--- config.mk ---
export PLATFORM = sky130hd
export DESIGN_NAME = urdm_ram
export DESIGN_NICKNAME = d
export VERILOG_FILES = /design/src/design/urdm_ram.sv
export SDC_FILE = /design/constraint.sdc
export NUM_CORES = 1
export LEC_CHECK = 0
export BUFFER_PORTS_ARGS = -buffer_cell sky130_fd_sc_hd__buf_4
export CORE_MARGIN = 3
export CORE_UTILIZATION = 30
export DETAILED_ROUTE_END_ITERATION = 8
export SLEW_MARGIN = 20
export SYNTH_ARGS = -nofsm -noshare
export SYNTH_HDL_FRONTEND = slang
export SYNTH_SLANG_ARGS = --single-unit
--- constraint.sdc ---
create_clock -name i_clk -period 3.65 [get_ports i_clk]
set_input_delay 0.5475 -clock i_clk [delete_from_list [all_inputs] [get_ports i_clk]]
set_output_delay 0.5475 -clock i_clk [all_outputs]
set_load 0.1 [all_outputs]
--- src/design/urdm_ram.sv ---
// ----------------------------------------------------------------------------
// urdm_ram
// Generic single-write, single-read RAM with a registered read port.
// ----------------------------------------------------------------------------
`default_nettype none

module urdm_ram #(
    parameter int WIDTH = 32,
    parameter int DEPTH = 8
) (
    input  wire logic                                      i_clk,
    input  wire logic                                      i_we,
    input  wire logic [(DEPTH > 1 ? $clog2(DEPTH) : 1)-1:0] i_waddr,
    input  wire logic [WIDTH-1:0]                          i_wdata,
    input  wire logic [(DEPTH > 1 ? $clog2(DEPTH) : 1)-1:0] i_raddr,
    output logic      [WIDTH-1:0]                          o_rdata
);

    logic [WIDTH-1:0] r_mem [DEPTH];

    always_ff @(posedge i_clk) begin
        if (i_we) begin
            r_mem[i_waddr] <= i_wdata;
        end
        o_rdata <= r_mem[i_raddr];
    end

endmodule

`default_nettype wire

---- Word level (Yosys, flattened, before mapping) ----
Memories as Yosys holds them, arrays and structs flattened. A register that Yosys moved wholly into a read port is not among the register bits.
Cells that the tools add are included.
operators by class
  bitwise logic cells ..................... 0
  add/sub/neg operators ................... 0
  shift operators ......................... 0
  divide/modulo/power cells ............... 0
  multiplexer cells ....................... 2
  multiply operators ...................... 0
  reductions and logical operators ........ 0
  $lt $le $gt $ge ......................... 0
  eq/ne operators ......................... 0
operator list
  kind     count
  $mux W1  2
word-level totals
  register bits ........................... 0
  input bits .............................. 40
  output and inout bits ................... 32
  RAM bits ................................ 256
  bits in read-only memories .............. 0
  bits in latches ......................... 0
  memories kept ........................... 1
  word-level logic and storage cells ...... 3
memory list
  name   depth  bits a word  rd ports  clocked after Yosys merged registers in  write ports  line  text
  r_mem  8      32           1         1                                        1            19    logic [WIDTH-1:0] r_mem [DEPTH];

---- Logic depth before layout (Yosys ltp) ----
  depth in word-level cells ............... 2
  gate-level depth with buffers ........... 4
  gate-level depth less buffers ........... 2

---- Worst setup path before layout ----
OpenSTA, ideal clock, no wires.
  path type ............................... input -> register
  from .................................... input port i_waddr[2] (netlist bit)
  to ...................................... memory r_mem[0][0], enable pin
  stages .................................. 2
  setup time .............................. 0.461 ns
  arrival ................................. 2.933 ns
  path slack .............................. 0.256 ns
  buffers on the path ..................... 0
  required time ........................... 3.189 ns
  cells stage by stage .................... nand2b_1 > nor3_1
RTL lines
  item             line  text
  start, declared  13    input wire logic [(DEPTH > 1 ? $clog2(DEPTH) : 1)-1:0] i_waddr,
  end, declared    19
Straight into the memory's write port.

==> flow_summary.toml <==
[detailed_routing]
totalWireLength_mm = 20.5
number_of_nets_with_antenna_violations_after_detailed_routing = 0
detail_route.iter0.violations = 201
drt-pass1-iter-count = 6
drt-wirelength-per-cell_um = 20.8
route.vias.total = 4457
ratio_of_routed_vias_to_standard_cells = 4.52
final_routed_drc_violation_total = 0

[power]
power.share.sequential_pct = 49.8
switching_power_uw = 1680
leakage_power_total_uw = 0.00426
cellPowerDensity_nw_per_um2 = 596
p_clk_share_pct = 41.6
combinationalPowerShare_pct = 8.6
p_sw_share_pct = 22.2
cell_internal_pwr_uw = 5870
post-layout-total-power_uw = 7560
power.ir.vdd_worst_v = 0.000343

[setup_path]
worstSetupPathType = "in -> reg"
ff2ff_setup_slack_ns = 2.34
cp.arrival_ns = 2.28
reg2reg_to = "o_rdata[3]"
critical_path_depth = 4
wp_data_required_ns = 4.07
worstPathCellList = "buf_4 -> buf_12 -> mux4_1 -> mux2_2"
critical_path.startpoint_type = "primary input"
critical_path.n_buffers_inverters = 2
timing.critical_path.to_type = "flip-flop"
timing.rr.start = "r_mem[1][3]"
timing.reg2reg.worst_path_depth = 2
crit_fanout = 33
timing.critical_path.max_delay_family = "multiplexers"
maximum_cell_stage_delay_along_the_critical_path_ns = 0.59
crit_path_max_delay_cell_type = "sky130_fd_sc_hd__mux4_1"

[layout]
layout-drive-gt1-share_pct = 36.7
design.final.nets = 555
mostFrequentLayoutCells = "sky130_fd_sc_hd__edfxtp_1, sky130_fd_sc_hd__buf_4, sky130_fd_sc_hd__mux4_1"
final.fill_count = 3031
layout_commonest_cell = "sky130_fd_sc_hd__edfxtp_1"
final_core_utilization_pct = 37.3
syn2layout_area_growth_pct = 21.1
antenna_cells = 0

[clock_tree]
clock_tree_root_buffer_cell = "sky130_fd_sc_hd__clkbuf_16"
cts_inserted_buffers = 30
cts_max_path_buffers = 3
tritoncts_clock_tree = "done"
h-tree-depth = 1
worst_setup_hold_path_clk_slew_ns = 0.06
post_cts_resize_count = 0
cts.hold.buffers_added = 0
cts_post_setup_buffers_inserted = 0
cts_num_sinks = 288
clk-insertion-delay-late_ns = 0.54

[timing]
final_max_tran_viols = 0
timing.final.crit_period_ns = 1.87
setup_repair_after_global_routing_missed_its_margin = "false"
timing.final.setup_violations = 0
worst_pin_slew_ns = 0.864
worst_hold_slack_ns = 0.232
finalCritPeriodShare_pct = 51.2
fmax_mhz = 536
setup-tns-final_ns = 0
fin_worst_skew_ns = 0.00928
timing_hold_violations_final = 0
slew-limit-headroom_pct = 42.4

[floorplan]
die_x_um = 193
initial_utilization_pct = 30.8
design.die.area_um2 = 37200
rows = 67
design.portCount = 72
die_height_um = 193
core_um2 = 34000

[global_routing]
grt_max_degree = 65
first_pass_grt_wire_length_mm = 31.1
first_global_vias = 4899
groute.usage.overall_pct = 11.2
overflow = 0
antenna_found_initial = 0

[hold_path]
hold_start = "i_wdata[3]"
hold_path_class = "in -> reg"
worst_hold_depth = 1
timing.hold.worst_endpoint = "r_mem[0][3]"

[synth]
synth_cells = 415
syn-mean-instance-area_um2 = 25.2
ys_seq_elements = 288
yosysSeqAreaShare_pct = 79.6
synth_fp_nets = 455
yosys_warnings = 0
count_of_distinct_cell_types_in_the_synthesized_netlist = 13
synthesis.area_um2 = 10500

[placement]
port_buffers = 71
gpl.final_weighted_congestion = 0.665
hpwlAfterDp_mm = 12.0

[outcome]
outcome = "finished, final reports clean"

[run]
cap_viol_max_count = 0
-- logic make-up after synthesis --
kind of cell	after synthesis	share of synthesized area, %
buffers and inverters	18	1.22
DFF	288	79.6
muxes	96	18.6
and+or+nand+nor	13	0.562
-- sequential cells by signal, summed over array words and instances, names as in the netlist --
signal and count:
r_mem 256, o_rdata 32
-- synth_stat cells --
| master | number | area share (%) |
|---|---|---|
| sky130_fd_sc_hd__nor3_1 | 2 | 0.096 |
| sky130_fd_sc_hd__clkbuf_1 | 1 | 0.036 |
| sky130_fd_sc_hd__mux4_1 | 40 | 10 |
| sky130_fd_sc_hd__nand2_1 | 2 | 0.072 |
| sky130_fd_sc_hd__dfxtp_1 | 32 | 6.1 |
| sky130_fd_sc_hd__buf_1 | 4 | 0.14 |
| sky130_fd_sc_hd__mux4_2 | 24 | 5.2 |
| sky130_fd_sc_hd__edfxtp_1 | 256 | 73 |
| sky130_fd_sc_hd__mux2_2 | 32 | 3.4 |
| sky130_fd_sc_hd__buf_2 | 6 | 0.29 |
| sky130_fd_sc_hd__buf_6 | 7 | 0.75 |
| sky130_fd_sc_hd__nand2b_1 | 3 | 0.18 |
| sky130_fd_sc_hd__nor2_1 | 6 | 0.22 |
-- worst max path at each step --
stage,startpoint,to,slack [ns]
2_1_floorplan,i_waddr[2],r_mem[0][0],0.26
3_3_place_gp,i_raddr[0],o_rdata[14],1.24
3_5_place_dp,i_raddr[0],o_rdata[23],1.22
4_1_cts,i_raddr[0],o_rdata[23],1.79
5_1_grt,i_raddr[0],o_rdata[27],1.72
6_report,i_raddr[0],o_rdata[26],1.78
-- routing by layer --
metal	vias to the layer above	global-route usage (%)	routed length [um]
li1	1991	-	-
met1	2362	14.5	8830
met2	82	19.5	10400
met3	22	2.36	942
met4	0	2.49	315
met5	-	0	0
-- final cells by class --
type	instances	area [um^2]	share of cell area, %
multi-input cells	109	2070	16.3
flip-flops and latches	288	8330	65.7
well taps	448	561	4.42
clock inverters	14	173	1.36
clock buffers	42	877	6.92
repair buffers	86	671	5.29
-- metrics by stage --
step	std cells	area (um^2)	setup slack (ns)
6_report	987	12700	1.78
5_1_grt	987	12700	1.72
4_1_cts	987	12700	1.79
3_5_place_dp	931	11600	1.22
3_3_place_gp	931	11600	1.24
2_1_floorplan	415	10500	0.256
-- worst register-to-register path, stage by stage (launching register included) --
cell and delay [ns]:
sky130_fd_sc_hd__edfxtp_1 0.39, sky130_fd_sc_hd__mux4_1 0.52, sky130_fd_sc_hd__mux2_2 0.29
-- power groups by stage --
stage / clock [uW] / combinational [uW] / sequential, uW
2_1_floorplan: 0 / 188 / 4100
3_3_place_gp: 0 / 654 / 3830
3_5_place_dp: 0 / 664 / 3830
4_1_cts: 3210 / 665 / 3760
5_1_grt: 3360 / 686 / 3770
6_report: 3140 / 652 / 3760
Note: power is estimated with default switching activity, not from simulation.
